`src/rtl/sle_pkg.sv`:
```
// Package for the serial line editor: item types, command codes and character constants.
package sle_pkg;

	localparam int LINE_LEN_DEF   = 20;
	localparam int RING_DEPTH_DEF = 256;

	// Depth of the front-to-back command queue.
	localparam int QUEUE_DEPTH = 2;
	localparam int QUEUE_PW    = 1;

	// Item operation codes
	localparam logic [1:0] OP_RX_BYTE  = 2'd0;
	localparam logic [1:0] OP_TX_READY = 2'd1;
	localparam logic [1:0] OP_HOST_WR  = 2'd2;
	localparam logic [1:0] OP_LINE_RD  = 2'd3;

	// Back-end command kinds
	localparam logic [1:0] CMD_NONE = 2'd0;
	localparam logic [1:0] CMD_PUSH = 2'd1;
	localparam logic [1:0] CMD_POP  = 2'd2;

	localparam logic [7:0] CH_MASK7 = 8'h7F;
	localparam logic [7:0] CH_SPACE = 8'h20;
	localparam logic [7:0] CH_CR    = 8'h0D;
	localparam logic [7:0] CH_LF    = 8'h0A;
	localparam logic [7:0] CH_BS    = 8'h08;
	localparam logic [7:0] CH_NUL   = 8'h00;

	typedef struct packed {
		logic [1:0] op;
		logic [7:0] data_byte;
		logic [4:0] line_index;
		logic       clear_ready;
	} in_item_t;

	typedef struct packed {
		logic       tx_valid;
		logic [7:0] tx_byte;
		logic       line_ready;
		logic [7:0] line_char;
		logic       ring_full;
	} out_item_t;

	// Classified request handed from front to back.
	typedef struct packed {
		logic [1:0]      kind;
		logic [1:0]      nbytes;
		logic [2:0][7:0] bytes;
		logic            line_ready;
		logic [7:0]      line_char;
	} cmd_t;

endpackage

```
`src/rtl/sle_front.sv`:
```
// Front end: accepts requests, edits the line store and classifies ring work.
module sle_front #(
	parameter int LINE_LEN = sle_pkg::LINE_LEN_DEF
) (
	input  logic             clk,
	input  logic             arst_n,
	input  logic             item_valid,
	output logic             item_ready,
	input  sle_pkg::in_item_t item,
	output logic             q_wvalid,
	input  logic             q_wready,
	output sle_pkg::cmd_t    q_wdata
);
	import sle_pkg::*;

	localparam int LW = (LINE_LEN > 1) ? $clog2(LINE_LEN) : 1;

	logic [LW-1:0]   fill_q;
	logic            ready_q;
	logic [LINE_LEN-1:0] lvalid_q;
	logic [7:0]      line_mem [LINE_LEN];

	logic            v_s1;
	cmd_t            cmd_s1;
	logic            rdok_s1;
	logic [7:0]      rd_s1;

	logic            acc;
	logic [7:0]      ch;
	logic [7:0]      ch_store;
	logic            is_rx;
	logic            is_cr;
	logic            is_bs;
	logic            is_pr;
	logic            can_store;
	logic            wr_en;
	logic [7:0]      wr_data;
	logic [31:0]     idx_ext;
	logic            idx_ok;
	logic [LW-1:0]   rd_addr;
	cmd_t            cmd_new;

	assign item_ready = !v_s1 || q_wready;
	assign acc        = item_valid && item_ready;

	assign ch        = item.data_byte & CH_MASK7;
	assign ch_store  = ch | CH_SPACE;
	assign is_rx     = (item.op == OP_RX_BYTE);
	assign is_cr     = is_rx && (ch == CH_CR);
	assign is_bs     = is_rx && (ch == CH_BS) && (fill_q != '0);
	assign is_pr     = is_rx && (ch >= CH_SPACE);
	assign can_store = (32'(fill_q) < 32'(LINE_LEN - 1));

	assign wr_en   = is_cr || (is_pr && can_store);
	assign wr_data = is_cr ? CH_NUL : ch_store;

	assign idx_ext = 32'(item.line_index);
	assign idx_ok  = (idx_ext < 32'(LINE_LEN));
	assign rd_addr = idx_ext[LW-1:0];

	always_comb begin
		cmd_new            = '0;
		cmd_new.kind       = CMD_NONE;
		cmd_new.line_ready = is_cr ? 1'b1 : ready_q;
		if (is_cr) begin
			cmd_new.kind   = CMD_PUSH;
			cmd_new.nbytes = 2'd2;
			cmd_new.bytes  = {CH_NUL, CH_LF, CH_CR};
		end else if (is_bs) begin
			cmd_new.kind   = CMD_PUSH;
			cmd_new.nbytes = 2'd3;
			cmd_new.bytes  = {CH_BS, CH_SPACE, CH_BS};
		end else if (is_pr && can_store) begin
			cmd_new.kind   = CMD_PUSH;
			cmd_new.nbytes = 2'd1;
			cmd_new.bytes  = {CH_NUL, CH_NUL, ch_store};
		end else begin
			case (item.op)
				OP_TX_READY: begin
					cmd_new.kind = CMD_POP;
				end
				OP_HOST_WR: begin
					cmd_new.kind   = CMD_PUSH;
					cmd_new.nbytes = 2'd1;
					cmd_new.bytes  = {CH_NUL, CH_NUL, item.data_byte};
				end
				default: begin
					cmd_new.kind = CMD_NONE;
				end
			endcase
		end
	end

	always_ff @(posedge clk or negedge arst_n) begin
		if (!arst_n) begin
			fill_q   <= '0;
			ready_q  <= 1'b0;
			lvalid_q <= '0;
			v_s1     <= 1'b0;
		end else begin
			if (acc) begin
				v_s1 <= 1'b1;
			end else if (q_wready) begin
				v_s1 <= 1'b0;
			end
			if (acc) begin
				if (wr_en) begin
					lvalid_q[fill_q] <= 1'b1;
				end
				if (is_cr) begin
					fill_q  <= '0;
					ready_q <= 1'b1;
				end else if (is_bs) begin
					fill_q <= fill_q - LW'(1);
				end else if (is_pr && can_store) begin
					fill_q <= fill_q + LW'(1);
				end else if (item.op == OP_LINE_RD && item.clear_ready) begin
					ready_q <= 1'b0;
				end
			end
		end
	end

	// Payload stage and line store; entries never written read as zero via lvalid_q
	always_ff @(posedge clk) begin
		if (acc) begin
			cmd_s1  <= cmd_new;
			rdok_s1 <= (item.op == OP_LINE_RD) && idx_ok && lvalid_q[rd_addr];
			rd_s1   <= line_mem[rd_addr];
			if (wr_en) begin
				line_mem[fill_q] <= wr_data;
			end
		end
	end

	always_comb begin
		q_wdata           = cmd_s1;
		q_wdata.line_char = rdok_s1 ? rd_s1 : CH_NUL;
	end

	assign q_wvalid = v_s1;

endmodule

```
`src/rtl/sle_queue.sv`:
```
// Short command queue between front and back ends.
module sle_queue (
	input  logic          clk,
	input  logic          arst_n,
	input  logic          wvalid,
	output logic          wready,
	input  sle_pkg::cmd_t wdata,
	output logic          rvalid,
	input  logic          rready,
	output sle_pkg::cmd_t rdata
);
	import sle_pkg::*;

	localparam int CW = $clog2(QUEUE_DEPTH + 1);

	cmd_t                slot_q [QUEUE_DEPTH];
	logic [QUEUE_PW-1:0] wp_q;
	logic [QUEUE_PW-1:0] rp_q;
	logic [CW-1:0]       cnt_q;
	logic                do_wr;
	logic                do_rd;

	assign wready = (cnt_q != CW'(QUEUE_DEPTH));
	assign rvalid = (cnt_q != '0);
	assign rdata  = slot_q[rp_q];
	assign do_wr  = wvalid && wready;
	assign do_rd  = rvalid && rready;

	always_ff @(posedge clk or negedge arst_n) begin
		if (!arst_n) begin
			wp_q  <= '0;
			rp_q  <= '0;
			cnt_q <= '0;
		end else begin
			if (do_wr) begin
				wp_q <= wp_q + QUEUE_PW'(1);
			end
			if (do_rd) begin
				rp_q <= rp_q + QUEUE_PW'(1);
			end
			if (do_wr && !do_rd) begin
				cnt_q <= cnt_q + CW'(1);
			end else if (do_rd && !do_wr) begin
				cnt_q <= cnt_q - CW'(1);
			end
		end
	end

	always_ff @(posedge clk) begin
		if (do_wr) begin
			slot_q[wp_q] <= wdata;
		end
	end

endmodule

```
`src/rtl/sle_back.sv`:
```
// Back end: transmit ring, echo pushes, pops and the result register.
module sle_back #(
	parameter int RING_DEPTH = sle_pkg::RING_DEPTH_DEF
) (
	input  logic              clk,
	input  logic              arst_n,
	input  logic              q_rvalid,
	output logic              q_rready,
	input  sle_pkg::cmd_t     q_rdata,
	output logic              result_valid,
	input  logic              result_ready,
	output sle_pkg::out_item_t result
);
	import sle_pkg::*;

	localparam int PW = $clog2(RING_DEPTH);

	logic [7:0]    ring_mem [RING_DEPTH];
	logic [PW-1:0] wp_q;
	logic [PW-1:0] rp_q;
	logic          full_q;
	logic [1:0]    bcnt_q;
	logic [7:0]    rd_q;
	logic          res_v_q;
	out_item_t     res_q;

	logic          out_free;
	logic          go;
	logic          is_push;
	logic          is_pop;
	logic          last;
	logic          nonempty;
	logic [PW-1:0] wp_nxt;
	logic [PW-1:0] rp_nxt;
	logic          wr_en;
	logic          rd_en;
	logic          full_after_push;
	logic [7:0]    wbyte;
	out_item_t     res_new;

	assign out_free = !res_v_q || result_ready;
	assign go       = q_rvalid && out_free;
	assign is_push  = (q_rdata.kind == CMD_PUSH);
	assign is_pop   = (q_rdata.kind == CMD_POP);
	assign last     = (bcnt_q == q_rdata.nbytes - 2'd1);
	assign nonempty = (wp_q != rp_q) || full_q;
	assign wp_nxt   = (wp_q == PW'(RING_DEPTH - 1)) ? '0 : wp_q + PW'(1);
	assign rp_nxt   = (rp_q == PW'(RING_DEPTH - 1)) ? '0 : rp_q + PW'(1);
	assign wbyte    = q_rdata.bytes[bcnt_q];

	// a push into a full ring is dropped
	assign wr_en           = go && is_push && !full_q;
	assign rd_en           = go && is_pop && nonempty;
	assign full_after_push = full_q || (wp_nxt == rp_q);

	assign q_rready = go && (!is_push || last);

	always_comb begin
		res_new            = '0;
		res_new.line_ready = q_rdata.line_ready;
		res_new.line_char  = q_rdata.line_char;
		res_new.tx_valid   = is_pop && nonempty;
		case (q_rdata.kind)
			CMD_PUSH: res_new.ring_full = full_after_push;
			CMD_POP:  res_new.ring_full = full_q && !nonempty;
			default:  res_new.ring_full = full_q;
		endcase
	end

	always_ff @(posedge clk or negedge arst_n) begin
		if (!arst_n) begin
			wp_q    <= '0;
			rp_q    <= '0;
			full_q  <= 1'b0;
			bcnt_q  <= '0;
			res_v_q <= 1'b0;
		end else begin
			if (wr_en) begin
				wp_q   <= wp_nxt;
				full_q <= (wp_nxt == rp_q);
			end else if (rd_en) begin
				rp_q   <= rp_nxt;
				full_q <= 1'b0;
			end
			if (go && is_push) begin
				bcnt_q <= last ? 2'd0 : bcnt_q + 2'd1;
			end
			if (q_rready) begin
				res_v_q <= 1'b1;
			end else if (result_ready) begin
				res_v_q <= 1'b0;
			end
		end
	end

	always_ff @(posedge clk) begin
		if (wr_en) begin
			ring_mem[wp_q] <= wbyte;
		end
		if (rd_en) begin
			rd_q <= ring_mem[rp_q];
		end
		if (q_rready) begin
			res_q <= res_new;
		end
	end

	always_comb begin
		result         = res_q;
		result.tx_byte = res_q.tx_valid ? rd_q : CH_NUL;
	end

	assign result_valid = res_v_q;

	a_full_ptrs: assert property (@(posedge clk) disable iff (!arst_n)
		full_q |-> (wp_q == rp_q))
		else $error("ring full with pointers apart");

	a_push_holds_head: assert property (@(posedge clk) disable iff (!arst_n)
		(bcnt_q != 2'd0) |-> (q_rvalid && q_rdata.kind == CMD_PUSH))
		else $error("echo push in progress without its request at queue head");

	a_result_from_queue: assert property (@(posedge clk) disable iff (!arst_n)
		$rose(res_v_q) |-> $past(q_rready))
		else $error("result appeared without a retired request");

	a_bcnt_range: assert property (@(posedge clk) disable iff (!arst_n)
		(bcnt_q != 2'd0) |-> (bcnt_q < q_rdata.nbytes))
		else $error("echo byte counter past request length");

endmodule

```
`src/rtl/serial_line_editor_echo_ring.sv`:
```
// Top level of the serial line editor with echo and transmit ring.
//
//  channel   direction  handshake                    payload
//  item      in         item_valid / item_ready      sle_pkg::in_item_t
//  result    out        result_valid / result_ready  sle_pkg::out_item_t
//
//  A request is taken every cycle while the queue has room; each gives one result.
//  Back end writes a push into the ring one echo byte at a time: 1 byte for a printable or
//  host byte, 2 for CR, 3 for backspace. Ring writes go through one memory write port.
//  Requests pass through the front stage, the queue and the result register.
//  Reset clears line store (valid bits), pointers and flags; no clearing pass.
//  Result stalls back up through the queue into the front stage and item_ready.
module serial_line_editor_echo_ring #(
	parameter int LINE_LEN   = sle_pkg::LINE_LEN_DEF,
	parameter int RING_DEPTH = sle_pkg::RING_DEPTH_DEF
) (
	input  logic               clk,
	input  logic               arst_n,
	input  logic               item_valid,
	output logic               item_ready,
	input  sle_pkg::in_item_t  item,
	output logic               result_valid,
	input  logic               result_ready,
	output sle_pkg::out_item_t result
);
	import sle_pkg::*;

	logic q_wvalid;
	logic q_wready;
	cmd_t q_wdata;
	logic q_rvalid;
	logic q_rready;
	cmd_t q_rdata;

	sle_front #(
		.LINE_LEN (LINE_LEN)
	) u_front (
		.clk        (clk),
		.arst_n     (arst_n),
		.item_valid (item_valid),
		.item_ready (item_ready),
		.item       (item),
		.q_wvalid   (q_wvalid),
		.q_wready   (q_wready),
		.q_wdata    (q_wdata)
	);

	sle_queue u_queue (
		.clk    (clk),
		.arst_n (arst_n),
		.wvalid (q_wvalid),
		.wready (q_wready),
		.wdata  (q_wdata),
		.rvalid (q_rvalid),
		.rready (q_rready),
		.rdata  (q_rdata)
	);

	sle_back #(
		.RING_DEPTH (RING_DEPTH)
	) u_back (
		.clk          (clk),
		.arst_n       (arst_n),
		.q_rvalid     (q_rvalid),
		.q_rready     (q_rready),
		.q_rdata      (q_rdata),
		.result_valid (result_valid),
		.result_ready (result_ready),
		.result       (result)
	);

endmodule

```
`config.mk`:
```
export PLATFORM = sky130hd
export DESIGN_NAME = serial_line_editor_echo_ring
export DESIGN_NICKNAME = d
export VERILOG_FILES = /design/src/rtl/sle_pkg.sv /design/src/rtl/sle_front.sv /design/src/rtl/sle_queue.sv /design/src/rtl/sle_back.sv /design/src/rtl/serial_line_editor_echo_ring.sv
export SDC_FILE = /design/constraint.sdc
export NUM_CORES = 2
export LEC_CHECK = 0
export BUFFER_PORTS_ARGS = -buffer_cell sky130_fd_sc_hd__buf_2
export CAP_MARGIN = 30
export CORE_ASPECT_RATIO = 1.4
export CORE_MARGIN = 2
export CORE_UTILIZATION = 62
export CTS_CLUSTER_DIAMETER = 200
export DETAILED_ROUTE_END_ITERATION = 10
export PLACE_DENSITY_LB_ADDON = 0.08
export SLEW_MARGIN = 25
export SYNTH_ARGS = -nofsm -noshare
export SYNTH_HDL_FRONTEND = slang
export SYNTH_SLANG_ARGS = --single-unit
```
`constraint.sdc`:
```
create_clock -name clk -period 16.9 [get_ports clk]
set_clock_uncertainty 0.1 [all_clocks]
set_input_delay 0 -clock clk [delete_from_list [all_inputs] [get_ports clk]]
set_output_delay 0 -clock clk [all_outputs]
set_load 0.05 [all_outputs]
```
==> flow_summary_export.csv <==
group,metric,value,unit
outcome,status,"finished clean",
synthesis,synthesis.yosys.warnings,0,
power_and_ir_drop,ir_worst_vdd,0.246,mV
floorplanning,core,146000,um^2
cells_and_area,drive_gt1_frac,0.227,
detailed_routing,dr.pass1.iters,8,
synthesis,synthesis.nets,4360,
min_path,hp-class,"primary input to flop",
synthesis,syn_area,91200,um^2
power_and_ir_drop,power.leakage,32.1,nW
placement,port_buffers,39,
synthesis,syn_inst,4328,
sta,min_period,5960,ps
clock_tree,clock-sinks,2324,
global_routing,grt_pass1_wl,328,mm
detailed_routing,avgViaCountPerCell,6.82,
synthesis,synth-xor-area-share,0.00278,
worst_setup_path,path_delay_family,"buffers and inverters",
global_routing,grt_overflow,0,
worst_setup_path,path_common_cell,"buf_4",
synthesis,yosys_register_bits,2324,
synthesis,async_reset_ff_frac,0.0219,
synthesis,synth_top_family_by_area,"multiplexers",
power_and_ir_drop,power_density,174,nW/um^2
synthesis,synth.most_common_cell,"edfxtp_1",
detailed_routing,num_vias,44873,
floorplanning,die_y,458,um
clock_tree,clkLatencyLatePin,840,ps
cells_and_area,seqCellArea,69500,um^2
sta,hold_slack,89.3,ps
global_routing,grt_pass1_vias,45125,
sta,hold_viol,0,
cells_and_area,num-fill-cells,9075,
floorplanning,die_w,328,um
synthesis,synthMuxAreaShare,0.159,
power_and_ir_drop,total_power,17.5,mW
worst_setup_path,crit_path_cell_trace,"buf_4 -> buf_4 -> buf_4 -> buf_16 -> mux4_2 -> a22oi_1 -> o21ai_0 -> o21ai_0 -> o221ai_1 -> a32o_1",
synthesis,synth_top_area_share,0.748,
synthesis,synth_common_cells,"2273 x edfxtp_1, 536 x mux4_2, 321 x nor2_1",
worst_setup_path,rr_endpoint,"u_back.rd_q[4]",
worst_setup_path,r2r_start,"u_back.rp_q[0]",
worst_setup_path,cp_slowest_cell,"dfrtp_4",
synthesis,synth.largest_area_cell,"edfxtp_1",
sta,final_max_slew_viol_count,0,
min_path,min_from,"item[12]",
detailed_routing,ant_nets,0,
sta,rsz0062_at_grt,"false",
synthesis,synth_cell_types,77,
clock_tree,cts_tree,"yes",
detailed_routing,routed_wl,229,mm
placement,place.gp.congestion,0.874,
detailed_routing,wire_per_inst,34.8,um
detailed_routing,drc,0,
clock_tree,cts_root_buf,"clkbuf_16",
worst_setup_path,reg2reg_depth,10,
floorplanning,std_cell_rows,166,
floorplanning,dieArea,150000,um^2
synthesis,synthSimpleGateAreaFrac,0.0261,
sta,fmax,168,MHz
synthesis,synth_edf_count,2273,
cells_and_area,multiInputGateArea,20000,um^2
min_path,whs_path_depth,2,
placement,hpwl,138,mm
clock_tree,clock_tree.buffer_depth,3,
cells_and_area,area_growth,10.2,%
synthesis,synth-adder-area-share,0.00173,
sta,fin_tns_setup,0,ps
clock_tree,htreeDepth,4,
floorplanning,start_util,0.624,
synthesis,synth-compound-area-share,0.0278,
worst_setup_path,crit_buf_inv,4,
job,cap_viol_max_count,0,
worst_setup_path,end_kind,"flop",
worst_setup_path,cp_slowest_stage_delay,920,ps
worst_setup_path,critical_path_peak_fanout,38,
synthesis,synth_flop_cell,"edfxtp_1",
floorplanning,ios,41,
min_path,hold_end,"u_front.line_mem[3][6]",
detailed_routing,drt-initial-drc-count,5684,
synthesis,yosysSeqAreaShare,0.762,
clock_tree,path_clk_slew,70,ps
worst_setup_path,critPathLaunchType,"flop",
sta,timing.final.crit_share,0.353,
synthesis,synth.avg_cell_area,21.1,um^2
synthesis,yosys-top-cells-area,"edfxtp_1 75%, mux4_2 13%, mux2i_1 2.0%, dfrtp_1 1.4%, nor2_1 1.3%",
global_routing,antenna_found_initial,4,
worst_setup_path,ff2ff_setup_slack,10940,ps
global_routing,grt_max_degree,201,
cells_and_area,nNetsFinal,4501,
worst_setup_path,worstPathRequired,17400,ps
worst_setup_path,critPathKind,"flop to flop",
clock_tree,cts-buffers-inserted,203,
worst_setup_path,worstPathArrival,6460,ps
sta,slew_headroom,0.274,
sta,worst_pin_slew,1090,ps
global_routing,grt_usage,0.310,
sta,setup_viol,0,
registers in the layout, summed over array words and instances, names as in the netlist:
name / cells
u_front.q_wvalid: 1
u_back.result: 10
u_back.rd_q: 8
u_back.full_q: 1
u_back.rp_q: 8
u_queue.slot_q: 44
u_queue.cnt_q: 2
u_front.rdok_s1: 1
u_front.rd_s1: 7
u_front.line_mem: 140
u_back.wp_q: 8
u_front.ready_q: 1
u_back.bcnt_q: 2
u_front.lvalid_q: 20
u_back.ring_mem: 2048
u_queue.wp_q: 1
u_back.result_valid: 1
u_front.fill_q: 5
u_front.q_wdata: 15
u_queue.rp_q: 1
cell usage in the layout, fill, tap and decap left out, drive strengths merged, types with 9 or more instances in the layout:
cell / instances
mux2: 20
edfxtp: 2273
inv: 29
dfrtp: 51
clkbuf: 255
buf: 151
o221ai: 19
clkinv: 92
nand4: 9
clkinvlp: 9
nor2: 321
nand2b: 12
and2: 18
mux4: 551
nand2: 105
xor2: 11
ha: 11
nand3: 31
nor3: 13
nor2b: 17
a211oi: 12
o211ai: 16
bufinv: 20
o22ai: 28
o21bai: 20
xnor2: 18
mux2i: 183
a221oi: 37
a31oi: 12
a22oi: 32
dlygate4sd3: 43
o21ai: 59
a21oi: 79
per-stage QoR:
step / area (um^2) / std cells / worst slack [ps] / util
3_3_place_gp: 93000 / 6133 / 10730 / 0.636
6_report: 101000 / 6577 / 10940 / 0.687
2_1_floorplan: 91200 / 4328 / 3060 / -
5_1_grt: 101000 / 6576 / 10770 / 0.687
4_1_cts: 100000 / 6565 / 10980 / 0.686
3_5_place_dp: 93300 / 6143 / 10990 / 0.638
per-layer routing:
metal / track usage / wire (um)
met5: 0 / 27
met4: 0.137 / 11100
met3: 0.0527 / 18900
met2: 0.507 / 115000
met1: 0.417 / 83500
cell families after synthesis:
| family | Yosys count |
|---|---|
| flops | 2324 |
| fa+ha+maj | 12 |
| buf+inv | 284 |
| xor+xnor | 29 |
| other cells | 1 |
| mux | 754 |
| simple gates | 557 |
| compound gates | 367 |
where the power goes:
group / leakage [nW] / total, mW / internal [mW] / switching (mW)
clock network: 3.23 / 4.64 / 2.60 / 2.04
registers: 21.4 / 7.64 / 7.45 / 0.186
logic: 7.50 / 5.18 / 1.80 / 3.38
total: 32.1 / 17.5 / 11.8 / 5.61
how the worst max path moves through the flow:
| stage | startpoint | to | slack, ps | cells after the start |
|---|---|---|---|---|
| floorplan | u_queue.rp_q | u_back.ring_mem[0][1] | 3060 | 4 |
| global placement | u_back.rp_q[0] | u_back.rd_q[7] | 10730 | 10 |
| detailed placement | u_back.rp_q[0] | u_back.rd_q[4] | 10990 | 10 |
| CTS | u_back.rp_q[0] | u_back.rd_q[4] | 10980 | 10 |
| global route | u_back.rp_q[0] | u_back.rd_q[4] | 10770 | 10 |
| finish | u_back.rp_q[0] | u_back.rd_q[4] | 10940 | 10 |
worst register-to-register path: cells and delay by family, from the launching register on:
family / cells / cell delay (ps)
AOI/OAI and AO/OA: 5 / 1830
buffers and inverters: 4 / 2300
DFF: 1 / 920
muxes: 1 / 590
what timing repair did:
item / in CTS / in global routing
resized for setup: 0 / 0
endpoints found under the hold margin: 252 / 0
hold buffers: 43 / 0
setup buffers: 0 / 0
area by class of cell:
class | instances | share of cell area
Sequential cell | 2324 | 0.692
Multi-Input combinational cell | 1720 | 0.199
Clock buffer | 255 | 0.0545
Tap cell | 1932 | 0.0240
Timing Repair Buffer | 194 | 0.0179
Clock inverter | 124 | 0.0113
Inverter | 26 | 0.00105
Antenna cell | 2 | 0.0000498
(Power assumes the default switching activity.)
